[config.mk]
export PLATFORM = sky130hd
export DESIGN_NAME = fuzzy_centroid_controller_core
export DESIGN_NICKNAME = d
export VERILOG_FILES = /design/src/sv/fcc_pkg.sv /design/src/sv/fcc_div.sv /design/src/sv/fcc_datapath.sv /design/src/sv/fcc_ctrl.sv /design/src/sv/fuzzy_centroid_controller_core.sv
export SDC_FILE = /design/constraint.sdc
export NUM_CORES = 1
export LEC_CHECK = 0
export BUFFER_PORTS_ARGS = -buffer_cell sky130_fd_sc_hd__buf_2
export CORE_MARGIN = 3
export CORE_UTILIZATION = 40
export CTS_CLUSTER_SIZE = 28
export DETAILED_ROUTE_END_ITERATION = 8
export PLACE_DENSITY = 0.52
export REMOVE_ABC_BUFFERS = 1
export SKIP_LAST_GASP = 1
export SLEW_MARGIN = 20
export SYNTH_ARGS = -nofsm -noshare
export SYNTH_HDL_FRONTEND = slang
export SYNTH_HIERARCHICAL = 1
export SYNTH_SLANG_ARGS = --single-unit
export TNS_END_PERCENT = 50
[constraint.sdc]
create_clock -name aclk -period 11.3 [get_ports aclk]
set_input_delay 1.695 -clock aclk [delete_from_list [all_inputs] [get_ports aclk]]
set_output_delay 1.695 -clock aclk [all_outputs]
set_load 0.02 [all_outputs]
[src/sv/fcc_pkg.sv]
`default_nettype none

package fcc_pkg;

    // Field widths and stream packing
    localparam int IN_W        = 10;
    localparam int CENT_W      = 13;
    localparam int S_TDATA_W   = 24;
    localparam int M_TDATA_W   = 16;

    // Output universe breakpoints
    localparam int OUT_B1   = 760;
    localparam int OUT_B2   = 1520;
    localparam int OUT_B3   = 2280;
    localparam int OUT_B4   = 3040;
    localparam int OUT_B5   = 3800;
    localparam int OUT_LAST = 4560;

    // Input fuzzy sets, walked one per divide
    typedef enum logic [2:0] {
        SET_CHEAP = 3'd0,
        SET_NEAR  = 3'd1,
        SET_MID   = 3'd2,
        SET_HOT   = 3'd3,
        SET_FAR   = 3'd4
    } set_idx_t;

    // Shape of a membership at the current input
    typedef enum logic [1:0] {
        MK_ZERO = 2'd0,
        MK_FULL = 2'd1,
        MK_RAMP = 2'd2
    } mem_kind_t;

    // Sequencer states
    typedef enum logic [3:0] {
        ST_IDLE       = 4'd0,
        ST_FUZZ_START = 4'd1,
        ST_FUZZ_WAIT  = 4'd2,
        ST_SWEEP_INIT = 4'd3,
        ST_SWEEP      = 4'd4,
        ST_DRAIN      = 4'd5,
        ST_DIV_START  = 4'd6,
        ST_DIV_WAIT   = 4'd7,
        ST_OUT        = 4'd8
    } fcc_state_t;

    // Commands from the sequencer to the datapath
    typedef struct packed {
        logic     load_in;
        logic     div_start;
        logic     div_centroid;
        set_idx_t set_idx;
        logic     mem_store;
        logic     sweep_init;
        logic     sweep_step;
        logic     out_load;
    } fcc_cmd_t;

    // Status from the datapath to the sequencer
    typedef struct packed {
        logic div_done;
        logic last_point;
        logic pipe_busy;
        logic area_zero;
        logic out_busy;
    } fcc_status_t;

endpackage

`default_nettype wire

[src/sv/fcc_div.sv]
`default_nettype none

module fcc_div #(
    parameter int NW = 41,
    parameter int AW = 29,
    parameter int QB = 17
) (
    input  wire logic          aclk,
    input  wire logic          aresetn,
    input  wire logic          start,
    input  wire logic [NW-1:0] num,
    input  wire logic [AW-1:0] den,
    output logic               done,
    output logic [QB-1:0]      quo
);
    import fcc_pkg::*;

    localparam int DW   = AW + QB - 1;
    localparam int CW   = (NW > DW) ? NW : DW;
    localparam int CNTW = $clog2(QB + 1);

    logic [NW-1:0]   rem_reg;
    logic [DW-1:0]   dsh_reg;
    logic [QB-1:0]   quo_reg;
    logic [CNTW-1:0] cnt_reg;
    logic            busy_reg;
    logic            done_reg;

    logic [CW-1:0]   rem_ext;
    logic [CW-1:0]   dsh_ext;
    logic [CW-1:0]   diff;
    logic            ge;

    // Trial subtract of the shifted divisor
    always_comb begin
        rem_ext = CW'(rem_reg);
        dsh_ext = CW'(dsh_reg);
        diff    = rem_ext - dsh_ext;
        ge      = (rem_ext >= dsh_ext);
    end

    // Control: count quotient bits, pulse done at the end
    always_ff @(posedge aclk) begin
        if (!aresetn) begin
            busy_reg <= 1'b0;
            done_reg <= 1'b0;
            cnt_reg  <= '0;
        end else begin
            done_reg <= 1'b0;
            if (start) begin
                busy_reg <= 1'b1;
                cnt_reg  <= CNTW'(QB);
            end else if (busy_reg) begin
                cnt_reg <= cnt_reg - 1'b1;
                if (cnt_reg == CNTW'(1)) begin
                    busy_reg <= 1'b0;
                    done_reg <= 1'b1;
                end
            end
        end
    end

    // Datapath: one quotient bit per cycle, most significant first
    always_ff @(posedge aclk) begin
        if (start) begin
            rem_reg <= num;
            dsh_reg <= DW'(den) << (QB - 1);
            quo_reg <= '0;
        end else if (busy_reg) begin
            if (ge) begin
                rem_reg <= NW'(diff);
            end
            dsh_reg <= dsh_reg >> 1;
            quo_reg <= {quo_reg[QB-2:0], ge};
        end
    end

    assign done = done_reg;
    assign quo  = quo_reg;

endmodule

`default_nettype wire

[src/sv/fcc_datapath.sv]
`default_nettype none

module fcc_datapath #(
    parameter int MEMBERSHIP_BITS = 16
) (
    input  wire logic                        aclk,
    input  wire logic                        aresetn,
    input  wire logic [fcc_pkg::IN_W-1:0]    temperature,
    input  wire logic [fcc_pkg::IN_W-1:0]    distance,
    input  wire fcc_pkg::fcc_cmd_t           cmd,
    output fcc_pkg::fcc_status_t             status,
    input  wire logic                        m_ready,
    output logic                             m_valid,
    output logic [fcc_pkg::CENT_W-1:0]       centroid,
    output logic                             no_rule_fired
);
    import fcc_pkg::*;

    localparam int MB    = MEMBERSHIP_BITS;
    localparam int W     = MB + 1;
    localparam int AW    = MB + 13;
    localparam int MW    = MB + 25;
    localparam int PW    = CENT_W + W;
    localparam int QB    = (W > CENT_W) ? W : CENT_W;
    localparam int QSTEP = (1 << MB) / OUT_B1;
    localparam int RSTEP = (1 << MB) % OUT_B1;
    localparam logic [W-1:0] FULL = {1'b1, {MB{1'b0}}};

    // Input latch and rule strengths
    logic [IN_W-1:0] temp_reg;
    logic [IN_W-1:0] dist_reg;
    logic [W-1:0]    r1_reg;
    logic [W-1:0]    r2_reg;
    logic [W-1:0]    r3_reg;

    // Sweep state
    logic [CENT_W-1:0] x_reg;
    logic [9:0]        k_reg;
    logic              up_reg;
    logic [1:0]        seg_reg;
    logic [W-1:0]      q_reg;
    logic [9:0]        rr_reg;

    // Accumulation pipeline
    logic              v1_reg;
    logic              v2_reg;
    logic [W-1:0]      w1_reg;
    logic [CENT_W-1:0] x1_reg;
    logic [PW-1:0]     prod_reg;
    logic [AW-1:0]     area_reg;
    logic [MW-1:0]     moment_reg;

    // Result register
    logic              m_valid_reg;
    logic [CENT_W-1:0] centroid_reg;
    logic              flag_reg;

    // Divider hookup
    logic [MW-1:0]     div_num;
    logic [AW-1:0]     div_den;
    logic              div_done;
    logic [QB-1:0]     div_quo;

    // Membership numerator and denominator
    mem_kind_t         mkind;
    logic [IN_W-1:0]   mx;
    logic [IN_W-1:0]   dk;
    logic [7:0]        mden;
    logic [MW-1:0]     num_mem;
    logic [AW-1:0]     den_mem;
    logic [W-1:0]      mem_q;

    // Sweep next values
    logic [10:0]       rr_up;
    logic              carry_up;
    logic              borrow;
    logic [W-1:0]      q_inc;
    logic [W-1:0]      q_dec;
    logic [9:0]        rr_inc;
    logic [9:0]        rr_dec;
    logic [W-1:0]      q_next;
    logic [9:0]        rr_next;
    logic [9:0]        k_next;
    logic              up_next;
    logic [1:0]        seg_next;
    logic [W-1:0]      rsel;
    logic [W-1:0]      wcur;

    // Pick the ramp of the selected input set
    always_comb begin
        mx    = (cmd.set_idx == SET_NEAR || cmd.set_idx == SET_FAR) ? dist_reg : temp_reg;
        mkind = MK_ZERO;
        dk    = '0;
        mden  = 8'd1;
        case (cmd.set_idx)
            SET_CHEAP: begin
                if (mx <= 10'd352) begin
                    mkind = MK_ZERO;
                end else if (mx <= 10'd368) begin
                    mkind = MK_RAMP; dk = mx - 10'd352; mden = 8'd16;
                end else if (mx <= 10'd384) begin
                    mkind = MK_FULL;
                end else if (mx < 10'd432) begin
                    mkind = MK_RAMP; dk = 10'd432 - mx; mden = 8'd48;
                end
            end
            SET_NEAR: begin
                if (mx <= 10'd80) begin
                    mkind = MK_FULL;
                end else if (mx < 10'd240) begin
                    mkind = MK_RAMP; dk = 10'd240 - mx; mden = 8'd160;
                end
            end
            SET_MID: begin
                if (mx <= 10'd384) begin
                    mkind = MK_ZERO;
                end else if (mx <= 10'd448) begin
                    mkind = MK_RAMP; dk = mx - 10'd384; mden = 8'd64;
                end else if (mx < 10'd512) begin
                    mkind = MK_RAMP; dk = 10'd512 - mx; mden = 8'd64;
                end
            end
            SET_HOT: begin
                if (mx <= 10'd464) begin
                    mkind = MK_ZERO;
                end else if (mx <= 10'd512) begin
                    mkind = MK_RAMP; dk = mx - 10'd464; mden = 8'd48;
                end else if (mx <= 10'd528) begin
                    mkind = MK_FULL;
                end else if (mx < 10'd544) begin
                    mkind = MK_RAMP; dk = 10'd544 - mx; mden = 8'd16;
                end
            end
            SET_FAR: begin
                if (mx <= 10'd560) begin
                    mkind = MK_ZERO;
                end else if (mx <= 10'd720) begin
                    mkind = MK_RAMP; dk = mx - 10'd560; mden = 8'd160;
                end else if (mx <= 10'd800) begin
                    mkind = MK_FULL;
                end else if (mx < 10'd816) begin
                    mkind = MK_RAMP; dk = 10'd816 - mx; mden = 8'd16;
                end
            end
            default: begin
                mkind = MK_ZERO;
            end
        endcase
        case (mkind)
            MK_RAMP: begin
                num_mem = MW'(dk[7:0]) << MB;
                den_mem = AW'(mden);
            end
            MK_FULL: begin
                num_mem = MW'(FULL);
                den_mem = AW'(1);
            end
            default: begin
                num_mem = '0;
                den_mem = AW'(1);
            end
        endcase
    end

    // Share one divider between memberships and the centroid
    assign div_num = cmd.div_centroid ? moment_reg : num_mem;
    assign div_den = cmd.div_centroid ? area_reg : den_mem;
    assign mem_q   = div_quo[W-1:0];

    fcc_div #(
        .NW (MW),
        .AW (AW),
        .QB (QB)
    ) u_div (
        .aclk    (aclk),
        .aresetn (aresetn),
        .start   (cmd.div_start),
        .num     (div_num),
        .den     (div_den),
        .done    (div_done),
        .quo     (div_quo)
    );

    // Latch inputs and fold memberships into rule strengths
    always_ff @(posedge aclk) begin
        if (cmd.load_in) begin
            temp_reg <= temperature;
            dist_reg <= distance;
            r1_reg   <= '0;
            r2_reg   <= '0;
            r3_reg   <= '0;
        end else if (cmd.mem_store) begin
            case (cmd.set_idx)
                SET_CHEAP, SET_NEAR: begin
                    if (mem_q > r1_reg) r1_reg <= mem_q;
                end
                SET_MID: begin
                    r2_reg <= mem_q;
                end
                SET_HOT, SET_FAR: begin
                    if (mem_q > r3_reg) r3_reg <= mem_q;
                end
                default: begin
                    r1_reg <= r1_reg;
                end
            endcase
        end
    end

    // Track k*S/760 as quotient and remainder, stepping up or down by one
    always_comb begin
        rr_up    = 11'(rr_reg) + 11'(RSTEP);
        carry_up = (rr_up >= 11'(OUT_B1));
        q_inc    = q_reg + W'(QSTEP) + W'(carry_up);
        rr_inc   = carry_up ? 10'(rr_up - 11'(OUT_B1)) : rr_up[9:0];
        borrow   = (rr_reg < 10'(RSTEP));
        q_dec    = q_reg - W'(QSTEP) - W'(borrow);
        rr_dec   = borrow ? 10'(11'(rr_reg) + 11'(OUT_B1) - 11'(RSTEP))
                          : 10'(rr_reg - 10'(RSTEP));
        q_next   = q_inc;
        rr_next  = rr_inc;
        k_next   = k_reg + 10'd1;
        up_next  = up_reg;
        seg_next = seg_reg;
        if (up_reg) begin
            if (k_reg == 10'(OUT_B1)) begin
                q_next  = q_dec;
                rr_next = rr_dec;
                k_next  = k_reg - 10'd1;
                up_next = 1'b0;
            end
        end else begin
            if (k_reg == 10'd0) begin
                up_next  = 1'b1;
                seg_next = seg_reg + 2'd1;
            end else begin
                q_next  = q_dec;
                rr_next = rr_dec;
                k_next  = k_reg - 10'd1;
            end
        end
        case (seg_reg)
            2'd0:    rsel = r1_reg;
            2'd1:    rsel = r2_reg;
            2'd2:    rsel = r3_reg;
            default: rsel = '0;
        endcase
        wcur = (q_reg < rsel) ? q_reg : rsel;
    end

    // Advance the output point
    always_ff @(posedge aclk) begin
        if (!aresetn) begin
            x_reg   <= '0;
            k_reg   <= '0;
            up_reg  <= 1'b1;
            seg_reg <= '0;
            q_reg   <= '0;
            rr_reg  <= '0;
        end else if (cmd.sweep_init) begin
            x_reg   <= '0;
            k_reg   <= '0;
            up_reg  <= 1'b1;
            seg_reg <= '0;
            q_reg   <= '0;
            rr_reg  <= '0;
        end else if (cmd.sweep_step) begin
            x_reg   <= x_reg + 1'b1;
            k_reg   <= k_next;
            up_reg  <= up_next;
            seg_reg <= seg_next;
            q_reg   <= q_next;
            rr_reg  <= rr_next;
        end
    end

    // Pipeline valids
    always_ff @(posedge aclk) begin
        if (!aresetn) begin
            v1_reg <= 1'b0;
            v2_reg <= 1'b0;
        end else begin
            v1_reg <= cmd.sweep_step;
            v2_reg <= v1_reg;
        end
    end

    // Clip, weigh by position, accumulate area and moment
    always_ff @(posedge aclk) begin
        w1_reg   <= wcur;
        x1_reg   <= x_reg;
        prod_reg <= PW'(x1_reg) * PW'(w1_reg);
        if (cmd.sweep_init) begin
            area_reg   <= '0;
            moment_reg <= '0;
        end else begin
            if (v1_reg) area_reg <= area_reg + AW'(w1_reg);
            if (v2_reg) moment_reg <= moment_reg + MW'(prod_reg);
        end
    end

    // Hold the result until the sink takes it
    always_ff @(posedge aclk) begin
        if (!aresetn) begin
            m_valid_reg <= 1'b0;
        end else if (cmd.out_load) begin
            m_valid_reg <= 1'b1;
        end else if (m_ready) begin
            m_valid_reg <= 1'b0;
        end
    end

    always_ff @(posedge aclk) begin
        if (cmd.out_load) begin
            flag_reg     <= status.area_zero;
            centroid_reg <= status.area_zero ? '0 : div_quo[CENT_W-1:0];
        end
    end

    assign status.div_done   = div_done;
    assign status.last_point = (x_reg == CENT_W'(OUT_LAST));
    assign status.pipe_busy  = v1_reg | v2_reg;
    assign status.area_zero  = (area_reg == '0);
    assign status.out_busy   = m_valid_reg & ~m_ready;

    assign m_valid       = m_valid_reg;
    assign centroid      = centroid_reg;
    assign no_rule_fired = flag_reg;

    a_flag_zero: assert property (@(posedge aclk) disable iff (!aresetn)
        m_valid_reg && flag_reg |-> centroid_reg == '0)
        else $error("centroid not zero with no rule fired");

    a_cent_range: assert property (@(posedge aclk) disable iff (!aresetn)
        m_valid_reg |-> centroid_reg <= CENT_W'(OUT_LAST))
        else $error("centroid beyond output range");

    a_rem_range: assert property (@(posedge aclk) disable iff (!aresetn)
        rr_reg < 10'(OUT_B1))
        else $error("sweep remainder out of range");

    a_mu_range: assert property (@(posedge aclk) disable iff (!aresetn)
        q_reg <= FULL)
        else $error("output membership above full scale");

endmodule

`default_nettype wire

[src/sv/fcc_ctrl.sv]
`default_nettype none

module fcc_ctrl (
    input  wire logic                 aclk,
    input  wire logic                 aresetn,
    input  wire logic                 s_valid,
    output logic                      s_ready,
    input  wire fcc_pkg::fcc_status_t status,
    output fcc_pkg::fcc_cmd_t         cmd
);
    import fcc_pkg::*;

    fcc_state_t state_reg;
    fcc_state_t state_next;
    set_idx_t   set_reg;
    set_idx_t   set_next;

    // State register
    always_ff @(posedge aclk) begin
        if (!aresetn) begin
            state_reg <= ST_IDLE;
            set_reg   <= SET_CHEAP;
        end else begin
            state_reg <= state_next;
            set_reg   <= set_next;
        end
    end

    // Next state and commands
    always_comb begin
        state_next       = state_reg;
        set_next         = set_reg;
        s_ready          = 1'b0;
        cmd              = '0;
        cmd.set_idx      = set_reg;
        case (state_reg)
            ST_IDLE: begin
                s_ready = 1'b1;
                if (s_valid) begin
                    cmd.load_in = 1'b1;
                    set_next    = SET_CHEAP;
                    state_next  = ST_FUZZ_START;
                end
            end
            ST_FUZZ_START: begin
                cmd.div_start = 1'b1;
                state_next    = ST_FUZZ_WAIT;
            end
            ST_FUZZ_WAIT: begin
                if (status.div_done) begin
                    cmd.mem_store = 1'b1;
                    case (set_reg)
                        SET_CHEAP: set_next = SET_NEAR;
                        SET_NEAR:  set_next = SET_MID;
                        SET_MID:   set_next = SET_HOT;
                        SET_HOT:   set_next = SET_FAR;
                        default:   set_next = SET_CHEAP;
                    endcase
                    state_next = (set_reg == SET_FAR) ? ST_SWEEP_INIT : ST_FUZZ_START;
                end
            end
            ST_SWEEP_INIT: begin
                cmd.sweep_init = 1'b1;
                state_next     = ST_SWEEP;
            end
            ST_SWEEP: begin
                cmd.sweep_step = 1'b1;
                if (status.last_point) begin
                    state_next = ST_DRAIN;
                end
            end
            ST_DRAIN: begin
                if (!status.pipe_busy) begin
                    state_next = status.area_zero ? ST_OUT : ST_DIV_START;
                end
            end
            ST_DIV_START: begin
                cmd.div_centroid = 1'b1;
                cmd.div_start    = 1'b1;
                state_next       = ST_DIV_WAIT;
            end
            ST_DIV_WAIT: begin
                cmd.div_centroid = 1'b1;
                if (status.div_done) begin
                    state_next = ST_OUT;
                end
            end
            ST_OUT: begin
                cmd.div_centroid = 1'b1;
                if (!status.out_busy) begin
                    cmd.out_load = 1'b1;
                    state_next   = ST_IDLE;
                end
            end
            default: begin
                state_next = ST_IDLE;
            end
        endcase
    end

endmodule

`default_nettype wire

[src/sv/fuzzy_centroid_controller_core.sv]
`default_nettype none

// Fuzzy centroid controller: takes one item of temperature and distance (unsigned, 1/16 units),
// evaluates the three rules and returns floor(moment / area) of the clipped output triangles,
// with no_rule_fired set and centroid 0 when no rule has any strength. One item is in work at
// a time: five membership divides and, when the area is not zero, the centroid divide run one
// quotient bit per cycle on a shared divider, and the sweep over the 4561 output points takes
// one point per cycle. A finished result waits in an output register while the next item is
// taken.
module fuzzy_centroid_controller_core #(
    parameter int MEMBERSHIP_BITS = 16
) (
    input  wire logic                            aclk,
    input  wire logic                            aresetn,
    input  wire logic                            s_tvalid,
    output logic                                 s_tready,
    // [9:0] temperature, [19:10] distance, [23:20] zero
    input  wire logic [fcc_pkg::S_TDATA_W-1:0]   s_tdata,
    output logic                                 m_tvalid,
    input  wire logic                            m_tready,
    // [12:0] centroid, [15:13] zero
    output logic [fcc_pkg::M_TDATA_W-1:0]        m_tdata,
    // [0] no_rule_fired
    output logic [0:0]                           m_tuser
);
    import fcc_pkg::*;

    fcc_cmd_t          cmd;
    fcc_status_t       status;
    logic [CENT_W-1:0] centroid;
    logic              no_rule_fired;

    fcc_ctrl u_ctrl (
        .aclk    (aclk),
        .aresetn (aresetn),
        .s_valid (s_tvalid),
        .s_ready (s_tready),
        .status  (status),
        .cmd     (cmd)
    );

    fcc_datapath #(
        .MEMBERSHIP_BITS (MEMBERSHIP_BITS)
    ) u_dp (
        .aclk          (aclk),
        .aresetn       (aresetn),
        .temperature   (s_tdata[IN_W-1:0]),
        .distance      (s_tdata[2*IN_W-1:IN_W]),
        .cmd           (cmd),
        .status        (status),
        .m_ready       (m_tready),
        .m_valid       (m_tvalid),
        .centroid      (centroid),
        .no_rule_fired (no_rule_fired)
    );

    // Pack the result item
    assign m_tdata = {{(M_TDATA_W - CENT_W){1'b0}}, centroid};
    assign m_tuser = no_rule_fired;

endmodule

`default_nettype wire
==> flow_summary_export.csv, run 1 <==
group,metric,value,unit
global_route,grt_pass1_vias,24300,
drt,drt_iter0_markers,1512,
critical_path,critPathKind,"reg -> reg",
sta,slew_violations,0,
die,start_util,0.405,
power,pwr-share-seq,0.327,
power,switchingPower,2.21,mW
sta,fin_skew,28.1,ps
drt,drtAntennaViolNets,0,
die,rows,102,
sta,slew_headroom,0.186,
clock_tree,cts_made_buffers,46,
run,maxCapViolCount,0,
drt,wl_per_cell,17.9,um
global_route,antenna_found_initial,0,
final_layout,seq_area,0.00875,mm2
final_layout,syn_to_final_growth,8.03,%
sta,min_period,5960,ps
synthesis,synth_edf_count,104,
clock_tree,clock_sinks,385,
global_route,grt_max_degree,75,
sta,finalCritPeriodShare,0.527,
clock_tree,cts_hold_buf,0,
synthesis,synth_compound_area_frac,0.160,
synthesis,synth_cell_type_count,111,
critical_path,critical_path.max_fanout,14,
clock_tree,htreeDepth,2,
power,p_int,3.53,mW
global_route,grt_first_pass_wirelength,135000,um
synthesis,synth_area_leaders,"dfxtp_1 18%, fa_1 11%, ha_1 10%",
sta,rsz0062_at_grt,"false",
power,switching_share,0.385,
power,pwr-share-comb,0.406,
drt,drc,0,
critical_path,path_cells,"and2_1 -> fa_1 -> inv_1 -> fa_1 -> inv_1 -> fa_1 -> inv_1 -> fa_1 -> fa_1 -> inv_1 -> ha_1 -> o21a_1 -> a211o_1 -> a31oi_1 -> a21oi_1 -> a21o_1 -> a311o_1 -> a21oi_1 -> xnor2_1",
die,ios,47,
critical_path,arrival,6480,ps
die,die_w,287,um
critical_path,cp.required,11820,ps
sta,fmax,168,MHz
die,dieArea,0.0823,mm2
synthesis,synth_top_area_share,0.178,
critical_path,crit_top_cell,"fa_1",
global_route,overflow,0,
sta,worstMarginPinSlew,1210,ps
drt,first_pass_iters,8,
synthesis,synth_top_family_by_area,"adder cells",
critical_path,max_stage_delay,560,ps
place,placed_cells,4577,
synthesis,synth_simple_gate_area_frac,0.202,
synthesis,synthMuxAreaShare,0.0416,
power,leakagePower,14.5,nW
synthesis,avgSynthCellArea,8.64,um2
sta,hold_viol,0,
synthesis,ys_seq_elements,385,
synthesis,synth_adder_area_share,0.208,
critical_path,cp-start-kind,"flop",
critical_path,cp_top_family,"adder cells",
critical_path,crit_slowest_cell,"dfxtp_1",
final_layout,layout-drive-gt1-share,0.0619,
place,dp.final_hpwl,61100,um
clock_tree,ctsResizeCount,0,
outcome,status,"complete, no violations",
sta,setup_viol,0,
synthesis,ys_seq_area_frac,0.277,
synthesis,synth_top_flop_cell,"dfxtp_1",
synthesis,synth_xor_area_frac,0.0408,
synthesis,netlist.top_cell.by_area,"dfxtp_1",
final_layout,final_nets,4038,
power,ir_worst_vdd,0.175,mV
critical_path,crit_buf_inv,4,
die,core,0.0778,mm2
sta,fin_tns_setup,0,ps
power,p_clk_frac,0.267,
clock_tree,cts_tree,"yes",
place,gp_congestion,0.843,
synthesis,syn_area,0.0316,mm2
synthesis,yosysWarnings,6,
synthesis,synthArstFlopShare,0,
clock_tree,root_buffer,"clkbuf_16",
global_route,grtUsageTotal,0.203,
final_layout,multi_input_area,0.0207,mm2
clock_tree,clk_pin_slew,70,ps
die,die_y,287,um
place,port_buffers,39,
final_layout,stdcell_count,4662,
worst_hold_path,min_path_type,"reg -> reg",
drt,drt-total-wl,83700,um
clock_tree,clock_path_buffers,3,
synthesis,netlist_instances,3653,
clock_tree,insertion_delay,600,ps
clock_tree,post_cts_buffers,0,
critical_path,end_kind,"flop",
final_layout,fillers,7927,
power,p_per_area,168,mW/mm2
drt,viasPerCell,5.36,
final_layout,largest_reg_flops,45,
drt,vias,25000,
-- power groups by stage --
stage	clock network [mW]	registers, mW	logic, mW
3_3_place_gp	0	1.90	2.31
5_1_grt	1.64	1.90	2.60
2_1_floorplan	0	1.88	1.76
4_1_cts	1.58	1.87	2.33
6_report	1.53	1.87	2.33
3_5_place_dp	0	1.90	2.31
-- layer usage --
layer  vias to the layer above  part of all wire  track usage
met3                        68             0.041       0.0220
met2                       458              0.45        0.323
met1                     12000              0.49        0.295
met5                         -                 0            0
met4                         0             0.020       0.0467
li1                      12400                 -            -
-- area by class of cell --
class,count,area share
Multi-Input combinational cell,2704,0.606
Sequential cell,385,0.257
Inverter,385,0.0424
Clock buffer,64,0.0382
Tap cell,1040,0.0382
Timing Repair Buffer,63,0.0110
Clock inverter,20,0.00734
Antenna cell,1,0.0000734
-- cell usage after synthesis, types with 12 or more instances --
master	count
o31ai_1	27
a222oi_1	18
and2_1	179
or4_1	14
a211oi_1	27
nor3_1	62
o211ai_1	27
inv_1	383
buf_2	18
ha_1	257
o21ai_0	149
nand2_1	377
or2_2	22
o21ai_1	18
nor2b_1	46
nand3_1	75
xnor2_1	91
o22ai_1	13
a22o_1	15
o21a_1	28
edfxtp_1	104
xor2_1	54
mux2i_1	116
clkbuf_1	131
a21oi_1	186
nand4_1	40
nand2b_1	72
a21o_1	74
nor2_1	232
buf_1	17
fa_1	168
o21bai_1	12
and3_1	34
dfxtp_1	281
or3_1	21
nor4_1	26
a31oi_1	21
-- stage by stage --
step                area [um2]  hold slack, ps  power [mW]  setup slack [ps]  utilization
finish                   34100             363        5.73              5340        0.438
CTS                      34100             356        5.78              5310        0.438
global placement         32500             371        4.21              5330        0.418
floorplan                30800             352        3.63              2730            -
global route             34100             364        6.13              4970        0.438
detailed placement       32500             370        4.21              5310        0.418
-- path summary, 6_finish.rpt --
check	startpoint	to	slack, ps	depth (start not counted)
worst max-delay path	u_dp/w1_reg[5]	u_dp/prod_reg[20]	5340	19
worst min-delay path	u_dp/x_reg[8]	u_dp/x1_reg[8]	360	0
worst max register to register	u_dp/w1_reg[5]	u_dp/prod_reg[20]	5340	19
worst min register to register	u_dp/x_reg[8]	u_dp/x1_reg[8]	360	0
-- cells in the final DEF (no fill, tap or decap), types with 40 or more instances in the layout --
| cell type | count |
|---|---|
| edfxtp_1 | 104 |
| a21oi_1 | 186 |
| nor2b_1 | 46 |
| nand4_1 | 40 |
| nand2b_1 | 72 |
| a21o_1 | 74 |
| xor2_1 | 54 |
| and2_1 | 178 |
| nor2_1 | 229 |
| clkbuf_16 | 48 |
| ha_1 | 257 |
| nor3_1 | 61 |
| dfxtp_1 | 280 |
| o21ai_0 | 148 |
| mux2i_1 | 116 |
| fa_1 | 168 |
| inv_1 | 383 |
| nand3_1 | 74 |
| xnor2_1 | 91 |
| nand2_1 | 375 |
-- kinds of logic after synthesis --
kind of cell | after synthesis
other | 1
AOI/OAI and AO/OA | 745
DFF | 385
and+or+nand+nor | 1256
adders and majority gates | 425
buffers and inverters | 566
xor gates and xnor gates | 146
muxes | 129
-- worst reg2reg max path, delay by kind of cell (launching register included) --
kind	cells	cell delay (ps)
adder cells (fa/ha/maj)	6	2890
AO/OA/AOI/OAI	7	1790
flip-flops	1	560
AND/OR/NAND/NOR	1	310
buffers and inverters	4	190
XOR/XNOR	1	140
(Power assumes the default switching activity.)
==> inputs of run 2 (changes only) <==
--- a/config.mk
+++ b/config.mk
@@ -10,7 +10,7 @@
 export CORE_UTILIZATION = 40
 export CTS_CLUSTER_SIZE = 28
 export DETAILED_ROUTE_END_ITERATION = 8
-export PLACE_DENSITY = 0.52
+export PLACE_DENSITY = 0.54
 export REMOVE_ABC_BUFFERS = 1
 export SKIP_LAST_GASP = 1
 export SLEW_MARGIN = 20
==> constraint.sdc (replaced) <==
create_clock -name aclk -period 4.95 [get_ports aclk]
set_input_delay 0.7425 -clock aclk [delete_from_list [all_inputs] [get_ports aclk]]
set_output_delay 0.7425 -clock aclk [all_outputs]
set_load 0.02 [all_outputs]
==> flow_summary_export.csv, run 2 (synthesis results as in run 1) <==
group,metric,value,unit
critical_path,worstReg2RegStart,"u_dp/x1_reg[3]",
critical_path,reg2reg_depth,21,
critical_path,r2r_slack,-150,ps
final_layout,final_cell_mix,"368 x nand2_1, 349 x inv_1, 256 x dfxtp_1, 237 x ha_1, 227 x nor2_1",
power,p_per_area,359,mW/mm2
sta,hold_ws,324,ps
power,total_power,13.0,mW
final_layout,finalInstanceArea,0.0363,mm2
worst_hold_path,holdPathStages,1,
final_layout,seq_area,0.00882,mm2
critical_path,critPathKind,"reg -> reg",
clock_tree,clock_sinks,385,
place,place_area,0.0338,mm2
drt,wl_per_cell,17.6,um
critical_path,end_kind,"flop",
outcome,status,"complete, but fails checks",
power,leakagePower,15.5,nW
final_layout,syn_to_final_growth,15.0,%
die,die_w,287,um
final_layout,insertedDiodeCount,0,
place,port_buffers,39,
sta,slew_violations,0,
sta,setup_ws,-148,ps
die,core,0.0778,mm2
final_layout,final_nets,4236,
clock_tree,clock_path_buffers,3,
sta,min_period,5100,ps
global_route,overflow,0,
drt,drc,1,
global_route,grt_max_degree,141,
global_route,grt_pass1_vias,25000,
sta,finalCritPeriodShare,1.03,
drt,drt_iter0_markers,1760,
critical_path,cp-start-kind,"flop",
final_layout,largest_reg_flops,45,
critical_path,cp.required,5450,ps
global_route,grtUsageTotal,0.207,
final_layout,layout-drive-gt1-share,0.148,
outcome,violations,"DRC, setup timing",
clock_tree,clk_pin_slew,60,ps
die,rows,102,
worst_hold_path,hp-start,"s_tdata[13]",
final_layout,fillers,7682,
clock_tree,cts_tree,"yes",
final_layout,layout_commonest_cell,"nand2_1",
place,dp.final_hpwl,64700,um
clock_tree,cts_made_buffers,47,
drt,drt-total-wl,85700,um
clock_tree,cts_hold_buf,0,
drt,vias,25700,
drt,drtAntennaViolNets,0,
global_route,grt_first_pass_wirelength,138000,um
clock_tree,insertion_delay,590,ps
sta,rsz0062_at_grt,"true",
critical_path,r2r-end,"u_dp/prod_reg[28]",
place,gp_congestion,0.872,
sta,fmax,196,MHz
die,ios,47,
die,dieArea,0.0823,mm2
place,placed_cells,4736,
critical_path,arrival,5600,ps
worst_hold_path,min_path_type,"in -> reg",
sta,slew_headroom,0.303,
clock_tree,htreeDepth,2,
clock_tree,root_buffer,"clkbuf_16",
sta,fin_tns_setup,-527,ps
final_layout,multi_input_area,0.0212,mm2
critical_path,critical_path.max_fanout,6,
global_route,antenna_found_initial,1,
die,die_y,287,um
run,maxCapViolCount,0,
sta,setup_viol,6,
die,start_util,0.405,
drt,first_pass_iters,9,
sta,hold_viol,0,
sta,worstMarginPinSlew,1040,ps
power,ir_worst_vdd,0.265,mV
drt,viasPerCell,5.29,
final_layout,stdcell_count,4862,
sta,fin_skew,23.8,ps
worst_hold_path,hold_end,"u_dp/dist_reg[3]",
==> run 2: layout make-up <==
cell class | count | share of cell area
clock inverter | 24 | 0.00586
multi-input combinational | 2704 | 0.584
timing repair buffer | 260 | 0.0557
tap | 1040 | 0.0358
clock buffer | 64 | 0.0356
inverter | 385 | 0.0398
sequential | 385 | 0.243
==> run 2: metrics by stage <==
step,utilization,setup WS (ps)
finish,0.466,-148
global route,0.466,-325
CTS,0.463,-191
floorplan,-,-3620
detailed placement,0.434,-635
global placement,0.434,-610
==> run 2: report_power, final <==
part	leakage (nW)	total (mW)	switching, mW	internal, mW
logic	11.5	5.35	3.28	2.07
registers	3.26	4.29	0.341	3.95
clock network	0.738	3.38	1.44	1.95
total	15.5	13.0	5.06	7.97
==> run 2: worst max path at each step <==
stage,from,endpoint,slack [ps],cells past startpoint
6_report,u_dp/x1_reg[3],u_dp/prod_reg[28],-150,21
5_1_grt,u_dp/x1_reg[3],u_dp/prod_reg[28],-320,20
4_1_cts,u_dp/w1_reg[4],u_dp/prod_reg[28],-190,20
3_5_place_dp,u_dp/x1_reg[3],u_dp/prod_reg[20],-630,19
3_3_place_gp,u_dp/x1_reg[3],u_dp/prod_reg[28],-610,19
2_1_floorplan,u_ctrl/state_reg[1],u_dp/u_div/rem_reg[0],-3620,5
==> run 2: what timing repair did <==
| action | 4_1_cts | 5_1_grt |
|---|---|---|
| pin swaps | 125 | 65 |
| cloned | 0 | 0 |
| setup endpoints to repair | 16 | 15 |
| buffers inserted | 33 | 5 |
| resized for setup | 165 | 48 |
==> run 2: per-layer routing <==
layer,wire length [um],GRT usage,part of all wire,up-vias
met4,1980,0.0523,0.023,0
met2,38700,0.329,0.45,495
met3,3780,0.0274,0.044,95
met1,41200,0.296,0.48,12300
li1,-,-,-,12900
met5,0,0,0,-
==> run 2: critical path, stage by stage (launching register included) <==
cell and delay [ps]:
dfxtp_4 380, buf_6 120, buf_6 110, and2_4 150, fa_1 480, inv_2 40
fa_2 530, inv_2 40, fa_2 480, fa_1 560, inv_2 40, fa_1 510
inv_2 50, ha_4 160, a21o_1 160, a21oi_2 150, o21ai_2 80, a21o_1 160
a41o_1 230, a211o_1 280, a21oi_2 160, xnor2_1 140
==> inputs of run 3 (changes only) <==
--- a/config.mk
+++ b/config.mk
@@ -10,12 +10,12 @@
 export CORE_UTILIZATION = 40
 export CTS_CLUSTER_SIZE = 28
 export DETAILED_ROUTE_END_ITERATION = 8
+export HOLD_SLACK_MARGIN = 0.15
 export PLACE_DENSITY = 0.54
 export REMOVE_ABC_BUFFERS = 1
 export SKIP_LAST_GASP = 1
 export SLEW_MARGIN = 20
 export SYNTH_ARGS = -nofsm -noshare
 export SYNTH_HDL_FRONTEND = slang
-export SYNTH_HIERARCHICAL = 1
 export SYNTH_SLANG_ARGS = --single-unit
 export TNS_END_PERCENT = 50
==> flow_summary_export.csv, run 3 <==
group,metric,value,unit
outcome,status,"complete, but fails checks",
outcome,violations,"setup timing",
place,placed_cells,4490,
drt,wl_per_cell,17.9,um
global_route,gr-usage-met1,0.286,
final_layout,syn_to_final_growth,14.3,%
drt,drc,0,
sta,setup_ws,-226,ps
power,ir_worst_vdd,0.297,mV
critical_path,r2r-end,"u_dp.prod_reg[28]",
global_route,grtUsageTotal,0.208,
synthesis,synth_top_flop_cell,"dfxtp_1",
critical_path,critical_path.max_fanout,5,
power,p_per_area,382,mW/mm2
clock_tree,clk_pin_slew,70,ps
sta,fin_skew,27.8,ps
synthesis,ys_seq_elements,385,
place,dp.final_hpwl,61800,um
die,rows,100,
synthesis,synthArstFlopShare,0,
critical_path,r2r_slack,-230,ps
sta,hold_viol,0,
die,core,0.0749,mm2
global_route,antenna_found_initial,0,
global_route,grt_first_pass_wirelength,133000,um
die,start_util,0.406,
synthesis,avgSynthCellArea,8.74,um2
critical_path,cp.required,5420,ps
clock_tree,root_buffer,"clkbuf_16",
sta,min_period,5180,ps
drt,drt-total-wl,82400,um
synthesis,synth_common_cells,"378 x inv_1, 308 x nand2_1, 281 x dfxtp_1",
die,ios,47,
critical_path,end_kind,"flop",
worst_hold_path,hold_end,"u_dp.temp_reg[4]",
sta,setup_viol,12,
critical_path,reg2reg_depth,21,
synthesis,syn_area,0.0304,mm2
die,die_w,282,um
critical_path,path_cells,"buf_12 -> buf_6 -> and2_4 -> fa_1 -> inv_2 -> fa_1 -> inv_1 -> fa_1 -> inv_1 -> fa_1 -> fa_1 -> inv_2 -> ha_4 -> inv_1 -> o211ai_1 -> a31oi_4 -> o21ai_2 -> a31oi_2 -> o41ai_2 -> a21oi_1 -> xnor2_1",
clock_tree,htreeDepth,2,
power,leakagePower,15.1,nW
final_layout,largest_reg_flops,45,
sta,worstMarginPinSlew,955,ps
synthesis,yosysMostFrequentCell,"inv_1",
critical_path,cp-start-kind,"flop",
global_route,top_usage_layer,"met2",
run,maxCapViolCount,0,
drt,viasPerCell,5.39,
sta,slew_violations,0,
critical_path,critPathKind,"reg -> reg",
power,pwr-share-seq,0.336,
worst_hold_path,hp-start,"s_tdata[4]",
power,p_int,8.21,mW
sta,rsz0062_at_grt,"true",
final_layout,final_cell_mix,"360 x inv_1, 305 x nand2_1, 260 x dfxtp_1, 245 x ha_1, 220 x nor2_1",
die,dieArea,0.0794,mm2
sta,fin_tns_setup,-1740,ps
power,switchingPower,5.08,mW
clock_tree,insertion_delay,590,ps
final_layout,stdcell_count,4599,
global_route,grt_pass1_vias,24200,
critical_path,crit_slowest_cell,"fa_1",
power,switching_share,0.382,
sta,finalCritPeriodShare,1.05,
critical_path,max_stage_delay,530,ps
place,port_buffers,39,
power,pwr-share-comb,0.402,
drt,drtAntennaViolNets,0,
global_route,overflow,0,
clock_tree,clock_path_buffers,3,
global_route,grt_max_degree,55,
worst_hold_path,min_path_type,"in -> reg",
drt,drt_iter0_markers,1447,
global_route,use_met2,0.346,
final_layout,final_nets,4050,
drt,vias,24800,
critical_path,worstReg2RegStart,"u_dp.x1_reg[1]",
die,die_y,282,um
final_layout,layout-drive-gt1-share,0.134,
synthesis,yosysWarnings,0,
synthesis,synth_edf_count,104,
worst_hold_path,holdPathStages,1,
power,p_clk_frac,0.261,
global_route,grtUsageMet3,0.0211,
clock_tree,cts_tree,"yes",
synthesis,ys_seq_area_frac,0.287,
synthesis,netlist_instances,3482,
sta,slew_headroom,0.364,
clock_tree,clock_sinks,385,
synthesis,netlist.top_cell.by_area,"dfxtp_1",
synthesis,synth_top_area_share,0.185,
place,gp_congestion,0.860,
critical_path,arrival,5650,ps
final_layout,layout_commonest_cell,"inv_1",
synthesis,synth_area_leaders,"dfxtp_1 18%, fa_1 11%, ha_1 11%",
synthesis,synth_cell_type_count,100,
critical_path,crit_top_cell,"fa_1",
sta,fmax,193,MHz
clock_tree,cts_made_buffers,46,
drt,first_pass_iters,6,
-- run 3: cell type report --
cell class | count | area, um2
diodes | 1 | 2.50
clock buffers | 58 | 1250
clock inverters | 23 | 280
fillers | 7333 | 40200
inverters | 380 | 1430
multi-input cells | 2556 | 20100
flip-flops and latches | 385 | 8790
well taps | 969 | 1210
repair buffers | 227 | 1740
-- run 3: critical path, delay by kind of cell (launching register included) --
kind                       cells  cell delay [ps]
DFF                            1              350
adders and majority gates      6             2680
AOI/OAI and AO/OA              6             1330
and+or+nand+nor                1              130
buffers and inverters          7              480
xor gates and xnor gates       1              120
-- run 3: how the worst max path moves through the flow --
| stage | from | to | slack [ps] | cells after the start |
|---|---|---|---|---|
| after global routing | u_dp.x1_reg[3] | u_dp.prod_reg[28] | -450 | 21 |
| after CTS | u_dp.w1_reg[8] | u_dp.prod_reg[28] | -220 | 21 |
| final | u_dp.x1_reg[1] | u_dp.prod_reg[28] | -230 | 21 |
| after floorplan | u_ctrl.state_reg[0] | u_dp.u_div.rem_reg[20] | -440 | 6 |
| after detailed placement | u_dp.x1_reg[3] | u_dp.prod_reg[29] | -620 | 20 |
| after global placement | u_dp.x1_reg[3] | u_dp.prod_reg[28] | -620 | 20 |
-- run 3: through the flow --
stage	worst slack, ps	utilization	total power [mW]	cell area (um2)	hold slack [ps]
after floorplan	-439	-	8.28	29800	364
after global placement	-619	0.434	9.80	32500	385
after detailed placement	-618	0.434	9.80	32500	392
after CTS	-217	0.461	13.3	34600	287
after global routing	-450	0.464	14.2	34800	293
final	-226	0.464	13.3	34800	325
-- run 3: kinds of logic (layout without fill, tap and decap cells) --
group           count (synthesis)  in the layout  share of synthesized area
simple gates                 1122           1122                      0.185
compound gates                758            758                      0.166
buf+inv                       543            688                     0.0680
fa+ha+maj                     426            426                      0.217
flops                         385            385                      0.287
xor+xnor                      143            143                     0.0416
mux                           104            104                     0.0348
other cells                     1              4                   0.000123
-- run 3: repair_timing --
action                     in CTS  in global routing
resized for setup              90                 49
setup endpoints to repair      16                 22
pin swaps                      68                 53
buffers inserted               17                 10
hold buffers                    0                  0
-- run 3: power groups by stage --
stage | combinational, mW | sequential [mW] | clock [mW]
final | 5.35 | 4.47 | 3.47
after global routing | 5.99 | 4.52 | 3.69
after CTS | 5.31 | 4.46 | 3.58
after detailed placement | 5.27 | 4.52 | 0
after global placement | 5.27 | 4.52 | 0
after floorplan | 3.86 | 4.42 | 0
-- run 3: layer usage --
| metal | wire, um | part of all wire |
|---|---|---|
| met3 | 2790 | 0.034 |
| met2 | 38200 | 0.46 |
| met5 | 0 | 0 |
| met1 | 39000 | 0.47 |
| met4 | 2400 | 0.029 |
